===== src/hdl/ddc_pkg.sv =====
// ----------------------------------------------------------------------------
// ddc_pkg
// Shared widths, constants and month tables for the date difference core.
// ----------------------------------------------------------------------------
package ddc_pkg;

  localparam int unsigned YEAR_W   = 14;
  localparam int unsigned MONTH_W  = 4;
  localparam int unsigned DAY_W    = 5;
  localparam int unsigned YEARS_W  = 15;
  localparam int unsigned DAYS_W   = 23;
  localparam int unsigned CENT_W   = 8;   // width of year / 100
  localparam int unsigned MDAYS_W  = 10;  // days before month plus day

  localparam logic [YEAR_W-1:0]  MAX_YEAR  = YEAR_W'(9999);
  localparam logic [YEAR_W-1:0]  MIN_YEAR  = YEAR_W'(1);

  // floor(q / 25) == (q * RECIP_25) >> RECIP_SHIFT for every 12-bit q
  localparam int unsigned        QUART_W     = YEAR_W - 2;
  localparam logic [10:0]        RECIP_25    = 11'd1311;
  localparam int unsigned        RECIP_SHIFT = 15;
  localparam int unsigned        PROD_W      = QUART_W + 11;

  localparam logic [MONTH_W-1:0] MONTH_JAN = MONTH_W'(1);
  localparam logic [MONTH_W-1:0] MONTH_FEB = MONTH_W'(2);
  localparam logic [MONTH_W-1:0] MONTH_DEC = MONTH_W'(12);
  localparam logic [DAY_W-1:0]   DAY_FIRST = DAY_W'(1);
  localparam logic [DAY_W-1:0]   FEB_LEAP  = DAY_W'(29);
  localparam logic [8:0]         DAYS_YEAR = 9'd365;

  // Stage load enables shared by both date lanes
  typedef struct packed {
    logic s1;
    logic s2;
    logic s3;
  } stage_en_t;

  function automatic logic [DAY_W-1:0] month_len(input logic [MONTH_W-1:0] m);
    logic [DAY_W-1:0] len;
    unique case (m)
      4'd2:                      len = DAY_W'(28);
      4'd4, 4'd6, 4'd9, 4'd11:   len = DAY_W'(30);
      default:                   len = DAY_W'(31);
    endcase
    return len;
  endfunction

  function automatic logic [8:0] days_before(input logic [MONTH_W-1:0] m);
    logic [8:0] n;
    unique case (m)
      4'd2:    n = 9'd31;
      4'd3:    n = 9'd59;
      4'd4:    n = 9'd90;
      4'd5:    n = 9'd120;
      4'd6:    n = 9'd151;
      4'd7:    n = 9'd181;
      4'd8:    n = 9'd212;
      4'd9:    n = 9'd243;
      4'd10:   n = 9'd273;
      4'd11:   n = 9'd304;
      4'd12:   n = 9'd334;
      default: n = 9'd0;
    endcase
    return n;
  endfunction

endpackage


===== src/hdl/ddc_day_number.sv =====
// ----------------------------------------------------------------------------
// ddc_day_number
// Three-stage lane: normalizes one date and forms its day number.
// ----------------------------------------------------------------------------
module ddc_day_number (
  input  logic                         clk_i,
  input  ddc_pkg::stage_en_t           en_i,
  input  logic [ddc_pkg::YEAR_W-1:0]   year_i,
  input  logic [ddc_pkg::MONTH_W-1:0]  month_i,
  input  logic [ddc_pkg::DAY_W-1:0]    day_i,
  output logic [ddc_pkg::YEAR_W-1:0]   year_o,
  output logic [ddc_pkg::MONTH_W-1:0]  month_o,
  output logic [ddc_pkg::DAY_W-1:0]    day_o,
  output logic [ddc_pkg::DAYS_W-1:0]   day_num_o
);

  // Stage 1: clamp year, fix month, divide year and year-1 by 100
  logic [ddc_pkg::YEAR_W-1:0]  y_c, p_c;
  logic [ddc_pkg::MONTH_W-1:0] m_c;
  logic [ddc_pkg::PROD_W-1:0]  prod_y, prod_p;

  logic [ddc_pkg::YEAR_W-1:0]  y1_q, p1_q;
  logic [ddc_pkg::MONTH_W-1:0] m1_q;
  logic [ddc_pkg::DAY_W-1:0]   d1_q;
  logic [ddc_pkg::CENT_W-1:0]  cy1_q, cp1_q;

  always_comb begin
    if (year_i < ddc_pkg::MIN_YEAR) begin
      y_c = ddc_pkg::MIN_YEAR;
    end else if (year_i > ddc_pkg::MAX_YEAR) begin
      y_c = ddc_pkg::MAX_YEAR;
    end else begin
      y_c = year_i;
    end
    p_c = y_c - ddc_pkg::MIN_YEAR;
    if (month_i < ddc_pkg::MONTH_JAN || month_i > ddc_pkg::MONTH_DEC) begin
      m_c = ddc_pkg::MONTH_JAN;
    end else begin
      m_c = month_i;
    end
    prod_y = ddc_pkg::PROD_W'(y_c[ddc_pkg::YEAR_W-1:2]) * ddc_pkg::PROD_W'(ddc_pkg::RECIP_25);
    prod_p = ddc_pkg::PROD_W'(p_c[ddc_pkg::YEAR_W-1:2]) * ddc_pkg::PROD_W'(ddc_pkg::RECIP_25);
  end

  always_ff @(posedge clk_i) begin
    if (en_i.s1) begin
      y1_q  <= y_c;
      p1_q  <= p_c;
      m1_q  <= m_c;
      d1_q  <= day_i;
      cy1_q <= prod_y[ddc_pkg::RECIP_SHIFT +: ddc_pkg::CENT_W];
      cp1_q <= prod_p[ddc_pkg::RECIP_SHIFT +: ddc_pkg::CENT_W];
    end
  end

  // Stage 2: leap test, day fix, year base and in-year offset
  logic [ddc_pkg::YEAR_W-1:0]  cent_y;
  logic                        leap;
  logic [ddc_pkg::DAY_W-1:0]   len, d_fix;
  logic [ddc_pkg::DAYS_W-1:0]  base_d;
  logic [ddc_pkg::MDAYS_W-1:0] mdays_d;

  logic [ddc_pkg::YEAR_W-1:0]  y2_q;
  logic [ddc_pkg::MONTH_W-1:0] m2_q;
  logic [ddc_pkg::DAY_W-1:0]   d2_q;
  logic [ddc_pkg::DAYS_W-1:0]  base_q;
  logic [ddc_pkg::MDAYS_W-1:0] mdays_q;

  always_comb begin
    cent_y = (ddc_pkg::YEAR_W'(cy1_q) << 6) + (ddc_pkg::YEAR_W'(cy1_q) << 5)
           + (ddc_pkg::YEAR_W'(cy1_q) << 2);
    leap   = (y1_q[1:0] == 2'b00) && ((y1_q != cent_y) || (cy1_q[1:0] == 2'b00));
    len    = (leap && m1_q == ddc_pkg::MONTH_FEB) ? ddc_pkg::FEB_LEAP
                                                  : ddc_pkg::month_len(m1_q);
    d_fix  = (d1_q < ddc_pkg::DAY_FIRST || d1_q > len) ? ddc_pkg::DAY_FIRST : d1_q;
    base_d = ddc_pkg::DAYS_W'(p1_q) * ddc_pkg::DAYS_W'(ddc_pkg::DAYS_YEAR)
           + ddc_pkg::DAYS_W'(p1_q[ddc_pkg::YEAR_W-1:2])
           - ddc_pkg::DAYS_W'(cp1_q)
           + ddc_pkg::DAYS_W'(cp1_q[ddc_pkg::CENT_W-1:2]);
    mdays_d = ddc_pkg::MDAYS_W'(ddc_pkg::days_before(m1_q))
            + ddc_pkg::MDAYS_W'(leap && m1_q > ddc_pkg::MONTH_FEB)
            + ddc_pkg::MDAYS_W'(d_fix);
  end

  always_ff @(posedge clk_i) begin
    if (en_i.s2) begin
      y2_q    <= y1_q;
      m2_q    <= m1_q;
      d2_q    <= d_fix;
      base_q  <= base_d;
      mdays_q <= mdays_d;
    end
  end

  // Stage 3: day number
  logic [ddc_pkg::YEAR_W-1:0]  y3_q;
  logic [ddc_pkg::MONTH_W-1:0] m3_q;
  logic [ddc_pkg::DAY_W-1:0]   d3_q;
  logic [ddc_pkg::DAYS_W-1:0]  dn3_q;

  always_ff @(posedge clk_i) begin
    if (en_i.s3) begin
      y3_q  <= y2_q;
      m3_q  <= m2_q;
      d3_q  <= d2_q;
      dn3_q <= base_q + ddc_pkg::DAYS_W'(mdays_q);
    end
  end

  assign year_o    = y3_q;
  assign month_o   = m3_q;
  assign day_o     = d3_q;
  assign day_num_o = dn3_q;

endmodule


===== src/hdl/date_difference_calculator_core.sv =====
// ----------------------------------------------------------------------------
// date_difference_calculator_core
// Normalizes two Gregorian dates, returns completed years and days between.
// ----------------------------------------------------------------------------
// Path: an accepted request passes the stage 1, 2 and 3 registers and then the stage 4 output register.
// Throughput: one request per cycle while the output is not stalled; set by the
//   four-stage pipeline, each stage holding one request, with a per-stage valid bit.
// Reset: rst_ni clears every stage valid bit at once; payload is not reset.
// A stall on the output holds only the unbroken run of full stages behind it.
module date_difference_calculator_core (
  input  logic                                clk_i,
  input  logic                                rst_ni,
  input  logic                                in_valid_i,
  output logic                                in_stall_o,
  input  logic [ddc_pkg::YEAR_W-1:0]          birth_year_i,
  input  logic [ddc_pkg::MONTH_W-1:0]         birth_month_i,
  input  logic [ddc_pkg::DAY_W-1:0]           birth_day_i,
  input  logic [ddc_pkg::YEAR_W-1:0]          now_year_i,
  input  logic [ddc_pkg::MONTH_W-1:0]         now_month_i,
  input  logic [ddc_pkg::DAY_W-1:0]           now_day_i,
  output logic                                out_valid_o,
  input  logic                                out_stall_i,
  output logic [ddc_pkg::MONTH_W-1:0]         birth_month_fixed_o,
  output logic [ddc_pkg::DAY_W-1:0]           birth_day_fixed_o,
  output logic [ddc_pkg::MONTH_W-1:0]         now_month_fixed_o,
  output logic [ddc_pkg::DAY_W-1:0]           now_day_fixed_o,
  output logic signed [ddc_pkg::YEARS_W-1:0]  whole_years_o,
  output logic signed [ddc_pkg::DAYS_W-1:0]   day_count_o
);

  // Stage valid bits; stage 4 is the output register
  logic v1_q, v2_q, v3_q, v4_q;
  logic rdy1, rdy2, rdy3, rdy4;
  ddc_pkg::stage_en_t en;

  // A stage loads when it is empty or its contents move on this cycle
  assign rdy4 = !v4_q || !out_stall_i;
  assign rdy3 = !v3_q || rdy4;
  assign rdy2 = !v2_q || rdy3;
  assign rdy1 = !v1_q || rdy2;

  assign en.s1 = rdy1;
  assign en.s2 = rdy2;
  assign en.s3 = rdy3;

  assign in_stall_o = !rdy1;

  always_ff @(posedge clk_i or negedge rst_ni) begin
    if (!rst_ni) begin
      v1_q <= 1'b0;
      v2_q <= 1'b0;
      v3_q <= 1'b0;
      v4_q <= 1'b0;
    end else begin
      if (rdy1) v1_q <= in_valid_i;
      if (rdy2) v2_q <= v1_q;
      if (rdy3) v3_q <= v2_q;
      if (rdy4) v4_q <= v3_q;
    end
  end

  // Two identical lanes, one per date, stepping in lock-step
  logic [ddc_pkg::YEAR_W-1:0]  b_year, n_year;
  logic [ddc_pkg::MONTH_W-1:0] b_month, n_month;
  logic [ddc_pkg::DAY_W-1:0]   b_day, n_day;
  logic [ddc_pkg::DAYS_W-1:0]  b_num, n_num;

  ddc_day_number u_birth (
    .clk_i     (clk_i),
    .en_i      (en),
    .year_i    (birth_year_i),
    .month_i   (birth_month_i),
    .day_i     (birth_day_i),
    .year_o    (b_year),
    .month_o   (b_month),
    .day_o     (b_day),
    .day_num_o (b_num)
  );

  ddc_day_number u_now (
    .clk_i     (clk_i),
    .en_i      (en),
    .year_i    (now_year_i),
    .month_i   (now_month_i),
    .day_i     (now_day_i),
    .year_o    (n_year),
    .month_o   (n_month),
    .day_o     (n_day),
    .day_num_o (n_num)
  );

  // Stage 4: year difference, less one when the anniversary is not yet reached, and day difference
  logic                               before_anniv;
  logic [ddc_pkg::YEARS_W-1:0]        years_d;
  logic [ddc_pkg::DAYS_W-1:0]         days_d;

  logic [ddc_pkg::MONTH_W-1:0]        bm4_q, nm4_q;
  logic [ddc_pkg::DAY_W-1:0]          bd4_q, nd4_q;
  logic [ddc_pkg::YEARS_W-1:0]        years_q;
  logic [ddc_pkg::DAYS_W-1:0]         days_q;

  always_comb begin
    before_anniv = (n_month < b_month) || ((n_month == b_month) && (n_day < b_day));
    years_d = ddc_pkg::YEARS_W'(n_year) - ddc_pkg::YEARS_W'(b_year)
            - ddc_pkg::YEARS_W'(before_anniv);
    days_d  = n_num - b_num;
  end

  // Hold the result while the output is stalled
  always_ff @(posedge clk_i) begin
    if (rdy4) begin
      bm4_q   <= b_month;
      bd4_q   <= b_day;
      nm4_q   <= n_month;
      nd4_q   <= n_day;
      years_q <= years_d;
      days_q  <= days_d;
    end
  end

  assign out_valid_o         = v4_q;
  assign birth_month_fixed_o = bm4_q;
  assign birth_day_fixed_o   = bd4_q;
  assign now_month_fixed_o   = nm4_q;
  assign now_day_fixed_o     = nd4_q;
  assign whole_years_o       = years_q;
  assign day_count_o         = days_q;

endmodule


===== config.mk =====
export PLATFORM = sky130hd
export DESIGN_NAME = date_difference_calculator_core
export DESIGN_NICKNAME = d
export VERILOG_FILES = /design/src/hdl/ddc_pkg.sv /design/src/hdl/ddc_day_number.sv /design/src/hdl/date_difference_calculator_core.sv
export SDC_FILE = /design/constraint.sdc
export NUM_CORES = 2
export LEC_CHECK = 0
export BUFFER_PORTS_ARGS = -buffer_cell sky130_fd_sc_hd__buf_2
export CAP_MARGIN = 10
export CELL_PAD_IN_SITES_DETAIL_PLACEMENT = 2
export CELL_PAD_IN_SITES_GLOBAL_PLACEMENT = 2
export CORE_MARGIN = 2
export CORE_UTILIZATION = 44
export DETAILED_ROUTE_END_ITERATION = 8
export PLACE_DENSITY = 0.89
export SLEW_MARGIN = 30
export SYNTH_ARGS = -nofsm -noshare
export SYNTH_HDL_FRONTEND = slang
export SYNTH_HIERARCHICAL = 1
export SYNTH_SLANG_ARGS = --single-unit
export TNS_END_PERCENT = 100

===== constraint.sdc =====
create_clock -name clk_i -period 7.85 [get_ports clk_i]
set_clock_uncertainty 0.05 [all_clocks]
set_input_delay 1.57 -clock clk_i [delete_from_list [all_inputs] [get_ports clk_i]]
set_output_delay 1.57 -clock clk_i [all_outputs]
set_load 0.01 [all_outputs]

Word level (Yosys, flattened, before mapping)
Memories as Yosys holds them, arrays and structs flattened. A register that Yosys moved wholly into a read port is not among the register bits.
Index checks and enable logic that the tools add are counted.
{ "totals": {"ff_bits": 370, "latch_bits": 0, "ramBits": 0, "romBits": 288, "output_inout_bits": 58, "wordCells": 142, "memories": 2} }
{ "op_classes": {"n_addsub": 21, "mul": 6, "div_mod_pow": 0, "order_cmp": 16, "eq_ne": 13, "n_shift": 0, "muxes": 14, "bitwise": 0, "reduce_logical": 30} }
{ "mem_list": {"columns": ["memory", "depth", "word_bits", "rd", "rd_clocked_by_memory_dff", "write_ports", "line", "rtl"], "rows": [
  ["(no name shown)", 16, 9, 1, 1, 0, "ddc_pkg.sv:50", "unique case (m)"],
  ["(no name shown)", 16, 9, 1, 1, 0, "ddc_pkg.sv:50", null]
]} }
{ "ops": {"columns": ["operator", "n"], "rows": [
  ["12-bit by 11-bit multiplier with 23-bit output (second input constant)", 4],
  ["14-bit 2-to-1 mux", 4],
  ["23-bit by 10-bit adder with 23-bit output", 2],
  ["23-bit by 12-bit adder with 23-bit output", 2],
  ["23-bit by 6-bit adder with 23-bit output", 2],
  ["14-bit by 9-bit multiplier with 23-bit output (second input constant)", 2],
  ["23-bit by 8-bit subtractor with 23-bit output", 2],
  ["14-bit by 10-bit adder with 14-bit output", 2],
  ["14-bit by 13-bit adder with 14-bit output", 2],
  ["14-bit > comparator (second input constant)", 2],
  ["14-bit by 1-bit < comparator with 1-bit output (second input constant)", 2],
  ["14-bit inequality test", 2],
  ["14-bit by 1-bit subtractor with 14-bit output (second input constant)", 2],
  ["23-bit subtractor", 1],
  ["10-bit by 5-bit adder with 10-bit output", 2],
  ["9-bit by 1-bit adder with 10-bit output", 2],
  ["4-bit by 3-bit == test with 1-bit output (second input constant)", 4],
  ["4-bit == test (second input constant)", 4],
  ["4-bit 2-to-1 mux", 4],
  ["14-bit by 14-bit subtractor with 15-bit output", 1],
  ["15-bit by 1-bit subtractor with 15-bit output", 1],
  ["1-bit logical OR", 11],
  ["5-bit > comparator", 2],
  ["5-bit by 1-bit < comparator with 1-bit output (second input constant)", 2],
  ["14 further kinds", 36]
]} }

Logic depth before layout (Yosys ltp)
{ "depth": {"word_depth": 11, "ltp_mapped": 33, "ltp_nobuf": 33} }

Hierarchy
The synthesis kept the hierarchy.
{ "modules_own_cells": {"columns": ["mod", "n_inst", "cells_each", "area_each_um2", "seq_area_each_um2"], "rows": [
  ["ddc_day_number at u_birth", 1, 1444, 16409.5, 4834.6],
  ["ddc_day_number at u_now", 1, 1420, 16253.1, 4834.6],
  ["date_difference_calculator_core", 1, 404, 4186.5, 1781.7]
]} }

Least setup slack after synthesis
No wires, ideal clock.
{ "synth_path": {"kind": "input -> register", "start": "input port now_year_i[11] (netlist bit)", "end": "register u_now/cp1_q[7] (netlist bit) (data pin)", "setup_ns": 0.260, "arrival_time_ns": 7.958, "t_required_ns": 7.540, "setup_slack_ns": -0.418, "cell_stages": 29, "path_cell_list": "nor2_1 > a21o_4 > a21oi_4 > nor2_1 > ha_1 > o21ai_0 > nand2_1 > nand2_1 > a21bo_2 > a21boi_0 > o21ai_0 > xnor2_1 > fa_1 > inv_1 > ha_1 > fa_1 > fa_1 > inv_1 > fa_1 > inv_1 > ha_1 > and4_1 > o211ai_1 > a21o_1 > a21boi_0 > a311o_1 > a21o_1 > a21oi_1 > xnor2_1"} }
{ "synth_via": {"elab_chain_len": 5, "word_cells_on_any_way": 6, "cone_classes": "add/sub (1); mul (1); order compare (2); mux (2)"} }
{ "synth_lines": {"columns": ["item", "line", "rtl"], "rows": [
  ["from (decl)", "date_difference_calculator_core.sv:18", "input logic [ddc_pkg::YEAR_W-1:0] now_year_i,"],
  ["14-bit > comparator", "ddc_day_number.sv:30", "end else if (year_i > ddc_pkg::MAX_YEAR) begin"],
  ["14-bit 2-to-1 mux", "ddc_day_number.sv:30", null],
  ["14-bit 2-to-1 mux *", "ddc_day_number.sv:28", "if (year_i < ddc_pkg::MIN_YEAR) begin"],
  ["14-bit by 1-bit subtractor with 14-bit output *", "ddc_day_number.sv:35", "p_c = y_c - ddc_pkg::MIN_YEAR;"],
  ["12-bit by 11-bit multiplier with 23-bit output *", "ddc_day_number.sv:42", "prod_p = ddc_pkg::PROD_W'(p_c[ddc_pkg::YEAR_W-1:2]) * ddc_pkg::PROD_W'(ddc_pkg::RECIP_25);"],
  ["net u_now.prod_p (one bit)", "ddc_day_number.sv:20", "logic [ddc_pkg::PROD_W-1:0] prod_y, prod_p;"],
  ["to (signal assigned)", "ddc_day_number.sv:52", "cp1_q <= prod_p[ddc_pkg::RECIP_SHIFT +: ddc_pkg::CENT_W];"],
  ["to (decl)", "ddc_day_number.sv:25", "logic [ddc_pkg::CENT_W-1:0] cy1_q, cp1_q;"]
]} }
The timed path passes the listed nets; every way through them passes the cells marked *.
A chain may end at the register's enable or synchronous reset.

Worst setup path after layout
{ "layout_path": {"start": "input port now_year_i[4] (netlist bit)", "end": "register u_now/cp1_q[7] (netlist bit) (data pin)"} }
{ "layout_via": {"elab_chain_len": 5, "word_cells_on_any_way": 6, "cone_classes": "add/sub (1); mul (1); order compare (2); mux (2)"} }
{ "layout_lines": {"columns": ["item", "line", "rtl"], "rows": [
  ["14-bit > comparator", "ddc_day_number.sv:30", null],
  ["14-bit 2-to-1 mux", "ddc_day_number.sv:30", null],
  ["14-bit 2-to-1 mux *", "ddc_day_number.sv:28", null],
  ["14-bit by 1-bit subtractor with 14-bit output *", "ddc_day_number.sv:35", null],
  ["net u_now.p_c (one bit)", "ddc_day_number.sv:18", "logic [ddc_pkg::YEAR_W-1:0] y_c, p_c;"],
  ["12-bit by 11-bit multiplier with 23-bit output *", "ddc_day_number.sv:42", null],
  ["net u_now.prod_p (one bit)", "ddc_day_number.sv:20", null]
]} }
Marked as above.

==> summary.md <==
| Metric | Value |
|---|---|
| First-pass GRT wire length | 242800 um |
| Chip Height | 293.4 um |
| Worst hold slack | around 380 ps |
| CP max stage delay | 680 ps |
| Synth cell types | 90 |
| Largest net degree at the start of global routing | between 70 and 80 |
| Global placer's final weighted congestion | 0.8271 |
| Syn nets | 4335 |
| CTS sink count | 388 |
| Ys flop type | edfxtp_1 |
| Drt pass-1 iters | 5 |
| Clock transition at path regs | 70 ps |
| Htree depth | 2 |
| Multi-input combinational cell area | 23290 um2 |
| Slowest CP cell | fa_2 |
| Vias in the first global route | between 30000 and 40000 |
| CTS tree | built |
| Async set-reset flop share out of synthesis | 1.031% |
| Worst EP required | between 8000 and 9000 ps |
| Area growth, synth to finish | 14.51% |
| CP Capture Type | flip-flop |
| Post-route minimum period | 8719 ps |
| Most frequent cells in the layout | inv_1 (717), ha_1 (671), edfxtp_1 (366) |
| Type of the tightest min-delay check | reg -> reg |
| I/O Pins | 108 |
| MaxCap Viol Count | 0 |
| Rel. slew slack | 26.66% |
| Worst-path maximum fanout | 5 |
| #FFs+latches synth | 388 |
| Status | complete, but fails checks |
| CP Launch Type | input port |
| Drt wl/cell | 39.40 um |
| Unrepaired setup endpoints after global routing | true |
| DIE AREA | between 80000 and 90000 um2 |
| Seq/Total Area, Yosys | 31.08% |
| CTS Hold Bufs | 0 |
| Detailed Route WL | 185200 um |
| Max Slew Vio Count | 0 |
| Buffers on Ports | around 110 |
| Core area | 83290 um2 |
| Routed Antenna Nets | 0 |
| HPWL after detailed placement | about 110000 um |
| CTS Root Cell | clkbuf_16 |
| Most common cell after layout, fill and taps aside | inv_1 |
| Drc violations | 0 |
| Die X | 293.4 um |
| R2R Setup Slk | -330 ps |
| Register Area | 11450 um2 |
| Worst setup path category | in -> reg |
| Cell area after synthesis | 36850 um2 |
| Post-synth EDFFs | 366 |
| Synthesized instance count | 3268 |
| Avg Vias per Cell | 6.423 |
| Final hold vios | 0 |
| Crit path DAT | between 9000 and 10000 ps |
| CTS Buf Count | 46 |
| Initial antenna violation count | 16 |
| Num rows | roughly 110 |
| Syn avg cell area | 11.28 um2 |
| Worst Tran Pin Value | 1072 ps |
| Clock buffer depth | 3 |
| Clk_lat worst skew | 640 ps |
| # nets final | 4641 |
| Layout cell share with drive strength beyond 1 | 13.60% |
| Synthesis Warnings | 6 |
| Final setup margin | -869.5 ps |
| Setup Viol. Count Final | 20 |
| Starting Density | roughly 44% |
| Final cycle utilization of the critical path | 111.1% |
| Via count | 30193 |
| Grt total ovfl | 0 |
| Fillers | ~8200 |
| Violated checks | setup timing |
| Max Freq | 0.1147 GHz |
| GRT Resource Usage Total | between 30% and 40% |
| DRT iter0 DRCs | 2973 |
## worst paths after layout
kind	from	to	depth (start not counted)
min	u_now/d2_q[0]	u_now/day_o[0]	0
max reg2reg	u_now/cy1_q[0]	u_now/mdays_q[8]	23
max in group asynchronous	rst_ni	out_valid_o	1
min reg2reg	u_now/d2_q[0]	u_now/day_o[0]	0
max	now_year_i[4]	u_now/cp1_q[7]	33
min in group asynchronous	rst_ni	v1_q	1
## registers in the layout (all words and copies together) (netlist names), 14 cells and up, named ones only
signal and count:
whole_years_o 15, u_birth/base_q 23, u_birth/y2_q 14, u_now/p1_q 14, u_now/base_q 23, u_now/day_num_o 23, u_now/year_o 14, u_birth/year_o 14
u_birth/day_num_o 23, u_now/y2_q 14, u_now/y1_q 14, day_count_o 23, u_birth/y1_q 14, u_birth/p1_q 14
## routing by layer
layer | GRT usage, % | wire length, um | vias to the layer above
li1 | - | - | 11520
met4 | 28.88 | 19680 | 14
met5 | 0 | 118 | -
met3 | 8.926 | 14440 | 1192
met2 | 69.13 | 89330 | 2168
met1 | 39.82 | 61680 | 15299
## cells by family after synthesis
logic type               Yosys count  share of synthesized area, %
multiplexers                      12                        0.3395
adder cells (fa/ha/maj)         1019                         41.37
AO/OA/AOI/OAI                    442                         8.047
buffers and inverters            741                         7.565
flip-flops                       388                         31.08
AND/OR/NAND/NOR                  430                         5.837
XOR/XNOR                         236                         5.762
## final cells by class
| type | instances | area share (%) |
|---|---|---|
| Inverter | 729 | 6.509 |
| Clock buffer | 56 | 2.915 |
| Clock inverter | 29 | 0.6642 |
| Antenna cell | 10 | 0.05930 |
| Timing Repair Buffer | 270 | 4.326 |
| Tap cell | 1080 | 3.202 |
| Sequential cell | 388 | 27.14 |
| Multi-Input combinational cell | 2139 | 55.19 |
## critical path: cells and delay by family
family / cells / cell delay [ps]
AOI/OAI and AO/OA: 10 / 2010
adders and majority gates: 7 / 2850
and+or+nand+nor: 3 / 630
buffers and inverters: 11 / 1600
xor gates and xnor gates: 2 / 300
## cells in the mapped netlist (all sizes together), types with 8 or more instances
cell type  instances  area, um2
nand3             37      185.2
o21ai             75      379.1
nor2b             32      200.2
a21o              57      437.9
and4               8      70.07
nand2            124      475.5
ha               684       8558
clkbuf            10      37.54
a31oi             15      108.9
o21bai            11      82.58
dfxtp             18      360.4
a21boi            14      116.4
mux2i              8      80.08
a211oi            15      112.6
o21a              31      232.7
nor3              26      130.1
nand2b            15      93.84
o211ai            17      127.6
and3              17      106.4
inv              729       2736
edfxtp           366      10990
o22ai              8      50.05
nand4             19      118.9
a21oi            135      690.7
nor4              15      136.4
fa               333       6666
xor2              55      481.7
xnor2            181       1642
nor2             104      392.9
a211o              8      70.07
## repair_timing
item                                    4_1_cts  5_1_grt
endpoints found under the setup margin       16       23
buffers inserted                              9       27
resized for setup                            54       80
pin swaps                                    19       47
## through the flow
| stage | setup TNS, ps | instances | setup slack [ps] | utilization, % | instance area (um2) |
|---|---|---|---|---|---|
| after floorplan | -75.92 | 3268 | -75.92 | - | 36900 |
| after global placement | -296.8 | 4573 | -199.7 | 47.71 | 39740 |
| after detailed placement | -12250 | 4573 | -1303 | 47.71 | 39740 |
| after CTS | -34.93 | 4667 | -34.93 | 49.87 | 41540 |
| after global routing | -8197 | 4694 | -941.6 | 50.64 | 42180 |
| final | -7838 | 4701 | -869.5 | 50.66 | 42200 |
Power is not shown: default switching activity piles up to over one toggle a cycle in this logic, so the estimate is an artifact.
